### config.mk
export PLATFORM = sky130hd
export DESIGN_NAME = keyvalue_text_disabled_id_scanner
export DESIGN_NICKNAME = d
export VERILOG_FILES = /design/src/rtl/core/kvid_pkg.sv /design/src/rtl/core/keyvalue_text_disabled_id_scanner.sv /design/src/rtl/core/kvid_digit_acc.sv /design/src/rtl/core/kvid_scan_core.sv
export SDC_FILE = /design/constraint.sdc
export NUM_CORES = 1
export LEC_CHECK = 0
export ABC_AREA = 1
export BUFFER_PORTS_ARGS = -buffer_cell sky130_fd_sc_hd__buf_2
export CORE_MARGIN = 3
export CORE_UTILIZATION = 60
export DETAILED_ROUTE_END_ITERATION = 10
export HOLD_SLACK_MARGIN = 0.15
export PLACE_DENSITY_LB_ADDON = 0.05
export SETUP_SLACK_MARGIN = 0.3
export SYNTH_ARGS = -nofsm -noshare
export SYNTH_HDL_FRONTEND = slang
export SYNTH_HIERARCHICAL = 1
export SYNTH_SLANG_ARGS = --single-unit
### constraint.sdc
create_clock -name clk_i -period 5.4 [get_ports clk_i]
set_input_delay 0.27 -clock clk_i [delete_from_list [all_inputs] [get_ports clk_i]]
set_output_delay 0.27 -clock clk_i [all_outputs]
set_load 0.02 [all_outputs]
### src/rtl/core/kvid_pkg.sv
`timescale 1ns / 1ps
`default_nettype none

package kvid_pkg;

  localparam int unsigned ByteW  = 8;
  localparam int unsigned IdW    = 32;
  localparam int unsigned AccW   = 64;
  localparam int unsigned DigitW = 4;
  localparam int unsigned PosW   = 4;

  localparam logic [PosW-1:0] TargetLen = PosW'(12);

  localparam logic [ByteW-1:0] CharQuote = 8'h22;
  localparam logic [ByteW-1:0] CharZero  = 8'h30;
  localparam logic [ByteW-1:0] CharNine  = 8'h39;
  localparam logic [ByteW-1:0] CharSpace = 8'h20;
  localparam logic [ByteW-1:0] CharTab   = 8'h09;
  localparam logic [ByteW-1:0] CharCr    = 8'h0d;
  localparam logic [ByteW-1:0] CharLf    = 8'h0a;

  typedef struct packed {
    logic [ByteW-1:0] text_byte;
    logic             is_final;
  } kvid_in_t;

  typedef struct packed {
    logic [IdW-1:0] app_id;
    logic           hit;
    logic           done_res;
  } kvid_out_t;

  typedef struct packed {
    logic      emit;
    kvid_out_t item;
  } kvid_res_t;

  // "cloudenabled"
  function automatic logic [ByteW-1:0] target_char(input logic [PosW-1:0] pos);
    logic [ByteW-1:0] c;
    case (pos)
      4'd0:    c = 8'h63;
      4'd1:    c = 8'h6c;
      4'd2:    c = 8'h6f;
      4'd3:    c = 8'h75;
      4'd4:    c = 8'h64;
      4'd5:    c = 8'h65;
      4'd6:    c = 8'h6e;
      4'd7:    c = 8'h61;
      4'd8:    c = 8'h62;
      4'd9:    c = 8'h6c;
      4'd10:   c = 8'h65;
      4'd11:   c = 8'h64;
      default: c = 8'h00;
    endcase
    return c;
  endfunction

endpackage

`default_nettype wire

### src/rtl/core/keyvalue_text_disabled_id_scanner.sv
`timescale 1ns / 1ps
`default_nettype none

// channel   direction  handshake                 payload
// in        input      in_valid_i / in_stall_o    in_data_i  (text_byte, is_final)
// out       output     out_valid_o / out_stall_i  out_data_o (app_id, hit, done_res)
//
// one byte per cycle sustained while the output does not stall; an accepted byte goes
// into the input register, then through the scan logic into the result register
// results come only on a disabled-id hit and on the final byte
// reset clears the scan state and both valid flags
// a stalled output holds its item; the input stalls only while both registers are full
// and the output is stalled

module keyvalue_text_disabled_id_scanner (
  input  wire logic                clk_i,
  input  wire logic                rst_ni,
  input  wire logic                in_valid_i,
  output logic                     in_stall_o,
  input  wire kvid_pkg::kvid_in_t  in_data_i,
  output logic                     out_valid_o,
  input  wire logic                out_stall_i,
  output kvid_pkg::kvid_out_t      out_data_o
);

  logic                s1_valid_q, s1_valid_d;
  kvid_pkg::kvid_in_t  s1_data_q;
  logic                out_valid_q, out_valid_d;
  kvid_pkg::kvid_out_t out_data_q;

  logic                can_take;
  logic                step;
  logic                load;
  kvid_pkg::kvid_res_t res;

  assign can_take    = !out_valid_q || !out_stall_i;
  assign step        = s1_valid_q && can_take;
  assign in_stall_o  = s1_valid_q && !can_take;
  assign load        = in_valid_i && !in_stall_o;
  assign s1_valid_d  = load || (s1_valid_q && !step);
  assign out_valid_d = (step && res.emit) || (out_valid_q && out_stall_i);

  kvid_scan_core u_scan_core (
    .clk_i  (clk_i),
    .rst_ni (rst_ni),
    .step_i (step),
    .item_i (s1_data_q),
    .res_o  (res)
  );

  always_ff @(posedge clk_i or negedge rst_ni) begin
    if (!rst_ni) begin
      s1_valid_q  <= 1'b0;
      out_valid_q <= 1'b0;
    end else begin
      s1_valid_q  <= s1_valid_d;
      out_valid_q <= out_valid_d;
    end
  end

  always_ff @(posedge clk_i) begin
    if (load) begin
      s1_data_q <= in_data_i;
    end
    if (step && res.emit) begin
      out_data_q <= res.item;
    end
  end

  assign out_valid_o = out_valid_q;
  assign out_data_o  = out_data_q;

  a_hit_nonzero_id: assert property (@(posedge clk_i) disable iff (!rst_ni)
    out_valid_o && out_data_o.hit |-> out_data_o.app_id != '0)
    else $error("hit item carries a zero id");

  a_miss_is_final: assert property (@(posedge clk_i) disable iff (!rst_ni)
    out_valid_o && !out_data_o.hit |-> out_data_o.done_res && out_data_o.app_id == '0)
    else $error("item without hit that is not the final one");

  a_stall_cause: assert property (@(posedge clk_i) disable iff (!rst_ni)
    in_stall_o |-> out_valid_o && out_stall_i)
    else $error("input stalled while output can drain");

  a_step_empties_s1: assert property (@(posedge clk_i) disable iff (!rst_ni)
    step && !load |=> !s1_valid_q)
    else $error("input register not emptied after its item moved on");

endmodule

`default_nettype wire

### src/rtl/core/kvid_digit_acc.sv
`timescale 1ns / 1ps
`default_nettype none

module kvid_digit_acc (
  input  wire logic [kvid_pkg::AccW-1:0]   acc_i,
  input  wire logic [kvid_pkg::DigitW-1:0] digit_i,
  output logic      [kvid_pkg::AccW-1:0]   acc_o
);

  localparam int unsigned SumW = kvid_pkg::AccW + 4;

  logic [SumW-1:0] acc_ext;
  logic [SumW-1:0] sum;

  // acc * 10 + digit, saturating
  assign acc_ext = {4'b0, acc_i};
  assign sum     = (acc_ext << 3) + (acc_ext << 1) + SumW'(digit_i);
  assign acc_o   = (sum[SumW-1:kvid_pkg::AccW] != 4'b0) ? {kvid_pkg::AccW{1'b1}}
                                                         : sum[kvid_pkg::AccW-1:0];

endmodule

`default_nettype wire

### src/rtl/core/kvid_scan_core.sv
`timescale 1ns / 1ps
`default_nettype none

module kvid_scan_core (
  input  wire logic               clk_i,
  input  wire logic               rst_ni,
  input  wire logic               step_i,
  input  wire kvid_pkg::kvid_in_t item_i,
  output kvid_pkg::kvid_res_t     res_o
);

  localparam logic [1:0] PhOut = 2'd0;
  localparam logic [1:0] PhKey = 2'd1;
  localparam logic [1:0] PhGap = 2'd2;
  localparam logic [1:0] PhVal = 2'd3;

  localparam logic [1:0] VmEmpty = 2'd0;
  localparam logic [1:0] VmZero  = 2'd1;
  localparam logic [1:0] VmOther = 2'd2;

  logic [1:0]                  phase_q, phase_d;
  logic [kvid_pkg::PosW-1:0]   pos_q, pos_d;
  logic                        mism_q, mism_d;
  logic                        alldig_q, alldig_d;
  logic                        nonempty_q, nonempty_d;
  logic [kvid_pkg::AccW-1:0]   acc_q, acc_d;
  logic [1:0]                  vm_q, vm_d;
  logic [kvid_pkg::IdW-1:0]    block_q, block_d;

  logic [kvid_pkg::AccW-1:0]   acc_next;
  logic [kvid_pkg::ByteW-1:0]  b;
  logic                        is_quote;
  logic                        is_digit;
  logic                        is_space;
  logic                        hit;
  logic [kvid_pkg::IdW-1:0]    id;

  function automatic logic pair_hit(input logic mism, input logic [kvid_pkg::PosW-1:0] pos,
                                    input logic [1:0] vm, input logic [kvid_pkg::IdW-1:0] blk);
    return !mism && (pos == kvid_pkg::TargetLen) && (vm == VmZero) && (blk != '0);
  endfunction

  assign b        = item_i.text_byte;
  assign is_quote = (b == kvid_pkg::CharQuote);
  assign is_digit = (b >= kvid_pkg::CharZero) && (b <= kvid_pkg::CharNine);
  assign is_space = (b == kvid_pkg::CharSpace) || (b == kvid_pkg::CharTab) ||
                    (b == kvid_pkg::CharCr) || (b == kvid_pkg::CharLf);

  kvid_digit_acc u_digit_acc (
    .acc_i   (acc_q),
    .digit_i (b[kvid_pkg::DigitW-1:0]),
    .acc_o   (acc_next)
  );

  always_comb begin
    phase_d    = phase_q;
    pos_d      = pos_q;
    mism_d     = mism_q;
    alldig_d   = alldig_q;
    nonempty_d = nonempty_q;
    acc_d      = acc_q;
    vm_d       = vm_q;
    block_d    = block_q;
    hit        = 1'b0;

    case (phase_q)
      PhOut: begin
        if (is_quote) begin
          pos_d      = '0;
          mism_d     = 1'b0;
          alldig_d   = 1'b1;
          nonempty_d = 1'b0;
          acc_d      = '0;
          phase_d    = PhKey;
        end
      end
      PhKey: begin
        if (is_quote) begin
          phase_d = PhGap;
        end else begin
          nonempty_d = 1'b1;
          if (mism_q || (pos_q >= kvid_pkg::TargetLen)) begin
            mism_d = 1'b1;
          end else if (b == kvid_pkg::target_char(pos_q)) begin
            pos_d = pos_q + 1'b1;
          end else begin
            mism_d = 1'b1;
          end
          if (is_digit) begin
            acc_d = acc_next;
          end else begin
            alldig_d = 1'b0;
          end
        end
      end
      PhGap: begin
        if (is_quote) begin
          vm_d    = VmEmpty;
          phase_d = PhVal;
        end else if (!is_space) begin
          if (nonempty_q && alldig_q) begin
            block_d = acc_q[kvid_pkg::IdW-1:0];
          end
          phase_d = PhOut;
        end
      end
      default: begin
        if (is_quote) begin
          hit     = pair_hit(mism_q, pos_q, vm_q, block_q);
          phase_d = PhOut;
        end else if ((vm_q == VmEmpty) && (b == kvid_pkg::CharZero)) begin
          vm_d = VmZero;
        end else begin
          vm_d = VmOther;
        end
      end
    endcase

    // end of text: close open tokens, then back to reset state
    if (item_i.is_final) begin
      if (phase_d == PhVal) begin
        hit = pair_hit(mism_d, pos_d, vm_d, block_d);
      end else if ((phase_d == PhKey) || (phase_d == PhGap)) begin
        if (nonempty_d && alldig_d) begin
          block_d = acc_d[kvid_pkg::IdW-1:0];
        end
      end
    end

    id = block_d;

    if (item_i.is_final) begin
      phase_d    = PhOut;
      pos_d      = '0;
      mism_d     = 1'b0;
      alldig_d   = 1'b1;
      nonempty_d = 1'b0;
      acc_d      = '0;
      vm_d       = VmEmpty;
      block_d    = '0;
    end

    res_o.emit          = hit || item_i.is_final;
    res_o.item.app_id   = hit ? id : '0;
    res_o.item.hit      = hit;
    res_o.item.done_res = item_i.is_final;
  end

  always_ff @(posedge clk_i or negedge rst_ni) begin
    if (!rst_ni) begin
      phase_q    <= PhOut;
      pos_q      <= '0;
      mism_q     <= 1'b0;
      alldig_q   <= 1'b1;
      nonempty_q <= 1'b0;
      acc_q      <= '0;
      vm_q       <= VmEmpty;
      block_q    <= '0;
    end else if (step_i) begin
      phase_q    <= phase_d;
      pos_q      <= pos_d;
      mism_q     <= mism_d;
      alldig_q   <= alldig_d;
      nonempty_q <= nonempty_d;
      acc_q      <= acc_d;
      vm_q       <= vm_d;
      block_q    <= block_d;
    end
  end

endmodule

`default_nettype wire
* Word level (Yosys, flattened, before mapping)
Memories as Yosys holds them, arrays and structs flattened.
Cells that the tools add are included.
** Cells by class
- Add/sub/neg operators :: 3
- Order comparisons :: 3
- Equal/unequal tests :: 19
- Muxes and demuxes :: 55
- Reductions and logical operators :: 41
** Operator list (count)
- $mux 64 :: 5
- $mux 32 :: 9
- $pmux 64 s2 :: 1
- $add 67x65->68 :: 1
- $add 68x4->68 :: 1
- $reduce_bool 32->1 :: 2
- $eq 8x4->1 const B :: 3
- $eq 8x6->1 const B :: 3
- $mux 8 :: 3
- $mux 2 :: 10
- $mux 4 :: 5
- $logic_and 1x1->1 :: 16
- $mux 1 :: 16
- $logic_or 1x1->1 :: 9
- $eq 2x1->1 const B :: 4
- $eq 4x4->1 const B :: 2
- $eq 8x8->1 :: 1
- $ge 8x6->1 const B :: 1
- $le 8x6->1 const B :: 1
- $pmux 4 s2 :: 1
- $logic_not 1->1 :: 7
- $eq 2x2->1 const B :: 3
- $ne 3x2->1 const B :: 2
- $pmux 1 s2 :: 3
- 11 further kinds :: 12
** Word-level totals
- Flip-flop bits (word level) :: 152
- Memory bits (read-only) :: 112
- Output and inout port bits :: 36
- Logic and storage cells :: 138
- Memories kept :: 1
** Memories
- (name not given) :: words 16, width 7, rd ports 1, clocked after Yosys merged registers in 0, wr ports 0, RTL line kvid_pkg.sv:41 : case (pos)

* Longest topological paths before layout
Gate-level depths: netlist of the first run.
- Depth in word-level cells :: 19
- Gate-level depth with buffers :: 24
- Gate-level depth less buffers :: 23

* Hierarchy
Netlist of the first run, hierarchy kept.
** Modules (own cells, without submodules)
- kvid_digit_acc :: instances 1, cells each 1384, area each 7485.9 µm²
- kvid_scan_core :: instances 1, cells each 913, area each 6702.7 µm²
- keyvalue_text_disabled_id_scanner :: instances 1, cells each 58, area each 1397.6 µm²

* Worst setup path after synthesis of the first run
Ideal clock, no wire load.
- Path type :: register to register
- Start :: register u_scan_core/acc_q[0] (netlist bit)
- End :: register out_data_q, in the netlist out_data_o[32] (data pin)
- Setup time :: 0.274 ns
- Data arrival time :: 3.095 ns
- Data required time :: 5.126 ns
- Setup slack :: 2.031 ns
- Stages on the path, launching flop included :: 23
- Clock period less this slack :: 3.369 ns
- Path through :: dfrtp_1 > fa_1 > inv_1 > fa_1 > inv_1 > nand2_1 > nand2_1 > nand3_1 > nand2_2 > nand2_2 > nand2_4 > nand2_4 > nand2_4 > nand2_2 > nand3_2 > nand2_4 > nor2_8 > buf_12 > nand3_2 > a22oi_1 > nand2_1 > o21ai_0 > a21oi_2
** Between the ends
- Cells in the longest elaborated chain, start to end :: 11
** RTL lines
- start: declaration :: RTL line kvid_scan_core.sv:26 : logic [kvid_pkg::AccW-1:0] acc_q, acc_d;
- start signal: assignment :: RTL line kvid_scan_core.sv:156 : acc_q <= '0;
- start signal: assignment :: RTL line kvid_scan_core.sv:165 : acc_q <= acc_d;
- $add 67x65->68 * :: RTL line kvid_digit_acc.sv:17 : assign sum = (acc_ext << 3) + (acc_ext << 1) + SumW'(digit_i);
- $add 68x4->68 * :: RTL line kvid_digit_acc.sv:17
- $reduce_bool 4->1 :: RTL line kvid_digit_acc.sv:18 : assign acc_o = (sum[SumW-1:kvid_pkg::AccW] != 4'b0) ? {kvid_pkg::AccW{1'b1}}
- $mux 64 * :: RTL line kvid_digit_acc.sv:18
- named net u_scan_core.acc_next (one bit) :: RTL line kvid_scan_core.sv:30 : logic [kvid_pkg::AccW-1:0] acc_next;
- $mux 64 * :: RTL line kvid_scan_core.sv:89 : if (is_digit) begin
- $mux 64 * :: RTL line kvid_scan_core.sv:78 : if (is_quote) begin
- $pmux 64 s2 * :: RTL line kvid_scan_core.sv:66 : case (phase_q)
- $mux 32 * :: RTL line kvid_scan_core.sv:124 : if (nonempty_d && alldig_d) begin
- $mux 32 * :: RTL line kvid_scan_core.sv:123 : end else if ((phase_d == PhKey) || (phase_d == PhGap)) begin
- $mux 32 * :: RTL line kvid_scan_core.sv:121 : if (phase_d == PhVal) begin
- $mux 32 * :: RTL line kvid_scan_core.sv:120 : if (item_i.is_final) begin
- end signal: assignment :: RTL line keyvalue_text_disabled_id_scanner.sv:66 : out_data_q <= res.item;
- end: declaration :: RTL line keyvalue_text_disabled_id_scanner.sv:29 : kvid_pkg::kvid_out_t out_data_q;
The timed path passes the listed nets; every way through them passes the cells marked *. The select of a mux whose other input is x is not followed.
A chain may end at the register's enable or synchronous reset.

* Worst setup path in the final report of the first run
- Start :: register s1_data_q[4] (netlist bit)
- End :: register out_data_q, in the netlist out_data_o[2] (data pin)
** RTL lines
- start: declaration :: RTL line keyvalue_text_disabled_id_scanner.sv:27 : kvid_pkg::kvid_in_t s1_data_q;
- start signal: assignment :: RTL line keyvalue_text_disabled_id_scanner.sv:63 : s1_data_q <= in_data_i;
- $add 68x4->68 :: RTL line kvid_digit_acc.sv:17
- $reduce_bool 4->1 :: RTL line kvid_digit_acc.sv:18
- $mux 64 :: RTL line kvid_digit_acc.sv:18
- named net u_scan_core.acc_next (one bit) :: RTL line kvid_scan_core.sv:30
- $mux 64 :: RTL line kvid_scan_core.sv:89
- $mux 64 :: RTL line kvid_scan_core.sv:78
- $pmux 64 s2 :: RTL line kvid_scan_core.sv:66
- $mux 32 :: RTL line kvid_scan_core.sv:124
- $mux 32 :: RTL line kvid_scan_core.sv:123
- $mux 32 :: RTL line kvid_scan_core.sv:121
- $mux 32 :: RTL line kvid_scan_core.sv:120
The timed path passes the listed nets, and every way through them passes these cells. The select of a mux whose other input is x is not followed.

==> flow_summary.toml, run 1 <==
[placed_design]
port_buffers = 48
routabilityCongestion = 1.01
placed_area_um2 = 15900
hpwl_mm = 37.1
dp_cells = 2675

[critical_path]
crit_end = "out_data_o[2]"
startpoint = "s1_data_q[4]"
path_class = "register to register"
reg2reg_from = "s1_data_q[4]"
r2r-end = "out_data_o[2]"
endpoint_kind = "register"
crit_required_ps = 5560
max_stage_delay_ps = 560
cpMaxStageDelayCell = "fa_1"
reg2reg_slack_ps = 1060
crit_path_start_kind = "register"
r2r_cells = 21
cpMostUsedCell = "nand2_4"
cp.arrival_ps = 4490
path_cells = "fa_1 -> inv_1 -> fa_1 -> inv_1 -> nand2_1 -> nand2_1 -> nand3_1 -> nand2_2 -> nand2_2 -> nand2_4 -> nand2_4 -> nand2_4 -> nand2_2 -> nand3_2 -> nand2_4 -> nor2_8 -> nand3_1 -> o21ai_0 -> nand2_1 -> o21ai_1 -> a21oi_1"
cp_max_fo = 33

[synthesis]
syn-num-nets = 2506
avgSynthCellArea_um2 = 6.62
synth_edf_count = 43
synthFlopType = "dfrtp_1"
synth_top_area_share_pct = 18.4
yosys_warnings = 6
synth_top_area_cell = "nand2_1"
synthTopCellsByCount = "762 x nand2_1, 414 x inv_1, 146 x nor2_1, 136 x ha_1, 108 x dfrtp_1"
syn_area_um2 = 15600
yosysUniqueCellTypes = 45
ys_seq_area_share_pct = 25.8
ys_seq_elements = 152
synth.most_common_cell = "nand2_1"
synthArstFlopShare_pct = 71.7
synth_area_leaders = "nand2_1 18%, dfrtp_1 17%, ha_1 11%"
syn-instance-count = 2355

[power_and_ir_drop]
cellLeakagePower_nw = 9.67
p_sw_w = 0.000702
p_seq_share_pct = 45.8
combPwrFrac_pct = 6.0
pwr_density_cell_nw_per_um2 = 160
irDropWorstVdd_uv = 160
internal-power_w = 0.00195
power_frac_clock_pct = 48.1
switching_share_pct = 26.5
total_power_w = 0.00265

[clock_tree]
clk_path_buf_depth = 2
post_cts_buffers = 0
clk_pin_slew_ps = 70
clkSinkCount = 152
cts_made_buffers = 17
clk_latency_ps = 440
cts_htree_levels = 4
cts_tree = "done"
clock-root-buffer = "clkbuf_16"

[sta]
finalSetupViolCount = 0
skew_ps = 17.5
finalCritPeriodShare_pct = 80.3
tightest_slew_ps = 1260
slew_viol_final = 0
hold_viol = 0
fmax_mhz = 231
tns_ps = 0
relSlewSlack_pct = 15.8
fin_crit_ps = 4340
grt_setup_unrepaired = "no"

[grt]
grt_pass1_vias = 14500
grt.overflow.total = 0
grt_max_degree = 67
grt_first_pass_wirelength_mm = 77.3
antenna_found_initial = 1
grtUsageTotal_pct = 34.2

[drt]
dr.pass1.iters = 6
routedWlPerCell_um = 17.7
viasPerCell = 5.66
num_vias = 15400
drc = 0
drt_wl_total_mm = 48.0
drt_iter0_markers = 1561
ant_nets = 0

[die]
io_pins = 49
start_util_pct = 61.5
core-area_um2 = 25300
die_x_um = 167
dieArea_um2 = 27900
chipHeight_um = 167
rows = 58

[status]
outcome = "finished clean"

[min_path]
min_path_type = "input port to asynchronous set/reset pin"

[cells_and_area]
syn2layout_area_growth_pct = 6.48
drive_gt1_share_pct = 11.9
diodes = 0
final_cells = 2720
finalInstanceArea_um2 = 16600
fillers = 2423
layout.nets = 2528

[flow_run]
max-cap-violations = 0
-- power by group through the flow --
stage	Sequential (W)	Combinational, W	Clock (W)
2_1_floorplan	0.00125	0.0000752	0
3_3_place_gp	0.00124	0.000149	0
3_5_place_dp	0.00124	0.000151	0
4_1_cts	0.00122	0.000159	0.00129
5_1_grt	0.00122	0.000173	0.00134
6_report	0.00122	0.000160	0.00128
-- flip-flops by register name (all words and copies together) (netlist names) --
name                    flops
out_valid_o                 1
s1_valid_q                  1
u_scan_core/pos_q           4
u_scan_core/block_q        32
u_scan_core/vm_q            2
out_data_o                 34
u_scan_core/mism_q          1
u_scan_core/phase_q         2
u_scan_core/acc_q          64
u_scan_core/nonempty_q      1
s1_data_q                   9
u_scan_core/alldig_q        1
-- cells in the final DEF, fill, tap and decap left out, types with 4 or more instances in the layout --
cell type / count
a21oi_1: 94
a21oi_2: 37
buf_2: 47
buf_4: 15
clkbuf_16: 17
clkinv_4: 4
dfrtp_1: 108
dlygate4sd3_1: 13
edfxtp_1: 43
ha_1: 136
inv_1: 413
inv_2: 24
nand2_1: 761
nand2_2: 28
nand2_4: 5
nand3_1: 66
nand3_2: 65
nand3b_1: 6
nand4_1: 42
nor2_1: 144
nor2_2: 11
nor2_4: 7
nor3_1: 15
nor4_1: 11
o21ai_0: 88
o21ai_1: 43
o21bai_1: 11
o22ai_1: 71
xnor2_1: 31
-- routing by layer --
metal	routed length, um	global-route usage, %
met1	21500	47.8
met2	22200	56.6
met3	3210	4.60
met4	1090	8.89
met5	16	0
-- kinds of logic (layout without fill, tap and decap cells) --
logic type / count (synthesis) / count (layout) / synth area share [%]
AO/OA/AOI/OAI: 349 / 349 / 12.9
AND/OR/NAND/NOR: 1172 / 1172 / 34.4
adder cells (fa/ha/maj): 138 / 138 / 11.2
flip-flops: 152 / 152 / 25.8
XOR/XNOR: 33 / 33 / 1.85
buffers and inverters: 511 / 546 / 13.9
-- worst max-delay path, delay by kind of cell, from the launching register on --
kind | cells | cell delay (ps)
simple gates | 14 | 1750
fa+ha+maj | 2 | 1050
flops | 1 | 490
compound gates | 3 | 550
buf+inv | 2 | 160
-- final cells by class --
cell class	instances	area, um2	share of cell area [%]
sequential	152	4020	24.2
tap	330	413	2.49
timing repair buffer	75	478	2.88
inverter	439	1650	9.94
clock buffer	19	443	2.67
multi-input combinational	1692	9430	56.8
clock inverter	13	161	0.973
-- worst min-delay path by stage --
stage | end | slack [ps] | depth (start not counted)
6_report | u_scan_core/block_q[11] | 420 | 2
5_1_grt | u_scan_core/block_q[11] | 480 | 2
4_1_cts | u_scan_core/block_q[11] | 440 | 2
3_5_place_dp | u_scan_core/block_q[11] | 370 | 1
3_3_place_gp | u_scan_core/block_q[11] | 360 | 1
2_1_floorplan | out_valid_o | -30 | 0
-- timing repair --
action                                 CTS  global route
endpoints found under the hold margin   64             0
gates resized for setup                  0             0
hold buffers                            13             0
-- through the flow --
step	util, %	setup WS [ps]	hold WS, ps
global route	65.5	812	479
floorplan	-	2030	-25.6
detailed placement	62.6	1160	368
finish	65.5	1060	423
global placement	62.6	1340	362
CTS	65.5	1150	440
Power figures use the tool's default switching activity.
==> inputs of run 2 (changes only) <==
--- a/config.mk
+++ b/config.mk
@@ -8,7 +8,7 @@
 export ABC_AREA = 1
 export BUFFER_PORTS_ARGS = -buffer_cell sky130_fd_sc_hd__buf_2
 export CORE_MARGIN = 3
-export CORE_UTILIZATION = 60
+export CORE_UTILIZATION = 58
 export DETAILED_ROUTE_END_ITERATION = 10
 export HOLD_SLACK_MARGIN = 0.15
 export PLACE_DENSITY_LB_ADDON = 0.05
==> constraint.sdc (replaced) <==
create_clock -name clk_i -period 3.61 [get_ports clk_i]
set_input_delay 0.1805 -clock clk_i [delete_from_list [all_inputs] [get_ports clk_i]]
set_output_delay 0.1805 -clock clk_i [all_outputs]
set_load 0.02 [all_outputs]
==> run 2 against run 1 <==
The flow now finishes with violations (negative setup slack); core utilization increased by 5.6 points; die area up 3.3%; setup slack lost 1100 ps; final cell count increased by 4.4%; first-iteration DRC count rose by 40%; wire length rose by 17%; clock power grew 51%; sequential share of layout area is 2.6 points lower; via count is 9.2% higher; non-clock buffer count rose by 114; cell area up 12%; critical path type unchanged; critical endpoint is now out_data_o[17]; highest routed layer is now met4.
==> flow_summary.toml, run 2 (synthesized netlist as in run 1, its figures left out) <==
[status]
outcome = "finished with violations"
violations = "negative setup slack"

[drt]
num_vias = 16800
viasPerCell = 5.92
drc = 0
ant_nets = 0
drt_iter0_markers = 2192
dr.pass1.iters = 6
routedWlPerCell_um = 19.8
drt_wl_total_mm = 56.2

[sta]
slew_viol_final = 0
grt_setup_unrepaired = "yes"
fin_crit_ps = 3640
relSlewSlack_pct = 20.8
timing.final.ws_setup_ps = -34.7
fmax_mhz = 274
tightest_slew_ps = 1190
hold_slack_ps = 344
finalSetupViolCount = 3
hold_viol = 0
finalCritPeriodShare_pct = 101
skew_ps = 19.7

[placed_design]
dpl_worst_slack_ps = -45.5
placed_area_um2 = 16400
port_buffers = 48
hpwl_mm = 38.1
routabilityCongestion = 0.980

[cells_and_area]
layout.nets = 2643
regMostFlops = "u_scan_core/acc_q"
final_core_util_pct = 71.1
finalInstanceArea_um2 = 18600
syn2layout_area_growth_pct = 19.6
fillers = 2117
layout_common_cells = "736 x nand2_1, 409 x inv_1, 135 x nor2_1, 130 x ha_1, 107 x dfrtp_1"
drive_gt1_share_pct = 21.2
layout_commonest_cell = "nand2_1"
largest_reg_flops = 64

[min_path]
min_path_type = "input port to asynchronous set/reset pin"

[clock_tree]
cts_made_buffers = 17
clk_path_buf_depth = 2
clk_pin_slew_ps = 80
clkSinkCount = 152
cts_htree_levels = 4
clk_latency_ps = 440
clock-root-buffer = "clkbuf_16"
cts_tree = "done"

[die]
dieArea_um2 = 28900
core-area_um2 = 26200
io_pins = 49
die_x_um = 170
chipHeight_um = 170
start_util_pct = 59.5
rows = 59

[power_and_ir_drop]
cellLeakagePower_nw = 10.6
total_power_w = 0.00402
irDropWorstVdd_uv = 248
pwr_density_cell_nw_per_um2 = 216

[grt]
grtUsageTotal_pct = 36.3
grt_max_degree = 110
grt_first_pass_wirelength_mm = 82.4
grt_pass1_vias = 15600
grt.overflow.total = 0
antenna_found_initial = 0

[flow_run]
max-cap-violations = 0

[critical_path]
endpoint_kind = "register"
path_class = "register to register"
cp_max_fo = 6
crit_required_ps = 3770
crit_path_start_kind = "register"
cp.arrival_ps = 3810
-- run 2: through the flow --
| stage | setup TNS [ps] | std cells |
|---|---|---|
| after global placement | 0 | 2735 |
| final | -43.1 | 2841 |
| after detailed placement | -103 | 2735 |
| after floorplan | 0 | 2355 |
| after global routing | -1820 | 2840 |
| after CTS | 0 | 2821 |
-- run 2: layout make-up --
cell class,count,area (um2),share of cell area (%)
multi-input combinational,1693,10200,54.7
sequential,152,4020,21.6
timing repair buffer,189,1770,9.47
inverter,439,1650,8.85
clock buffer,18,439,2.36
tap,335,419,2.25
clock inverter,14,154,0.826
antenna,1,2.50,0.0134
-- run 2: worst max-delay path: stages, from the launching register on --
cell	delay [ps]
edfxtp_1	450
fa_1	610
inv_2	50
fa_2	420
inv_2	70
nand2_2	40
nand2_2	70
nand3_2	60
nand2_2	80
nand2_2	70
nand2_4	90
nand2_4	60
nand2_4	70
nand2_4	60
nand3_4	90
nand2_4	60
nor2_8	200
buf_6	150
buf_12	130
nand3_2	70
o21ai_2	180
nand2_1	70
o21ai_1	170
a21oi_2	50
-- run 2: what timing repair did --
action,in CTS,in global routing
hold buffers,13,0
buffers inserted,36,12
resized for setup,116,144
hold endpoints to repair,119,0
gates cloned,5,6
pin swaps,44,63
endpoints found under the setup margin,95,98
-- run 2: report_power, final --
part | internal (W) | leakage (nW) | switching, W
registers | 0.00180 | 1.93 | 0.0000200
logic | 0.0000705 | 8.34 | 0.000208
clock network | 0.000953 | 0.289 | 0.000974
total | 0.00282 | 10.6 | 0.00120
-- run 2: routing by layer --
metal  vias to the layer above  share of wire, %  track usage, %
li1                       7817                 -               -
met1                      7748                39            46.6
met2                      1024                47            62.0
met3                       229               8.5            5.30
met4                         0               5.3            13.7
met5                         -                 0               0
-- run 2: final timing paths --
kind,start,endpoint,slack [ps],cells past startpoint
max in group asynchronous,rst_ni,u_scan_core/acc_q[53],2700,3
min in group clk_i,in_data_i[6],s1_data_q[6],460,2
min reg2reg,u_scan_core/acc_q[62],u_scan_core/acc_q[62],550,2
max,s1_data_q[4],out_data_o[17],-30,23
max reg2reg,s1_data_q[4],out_data_o[17],-30,23
min,rst_ni,u_scan_core/block_q[24],340,3
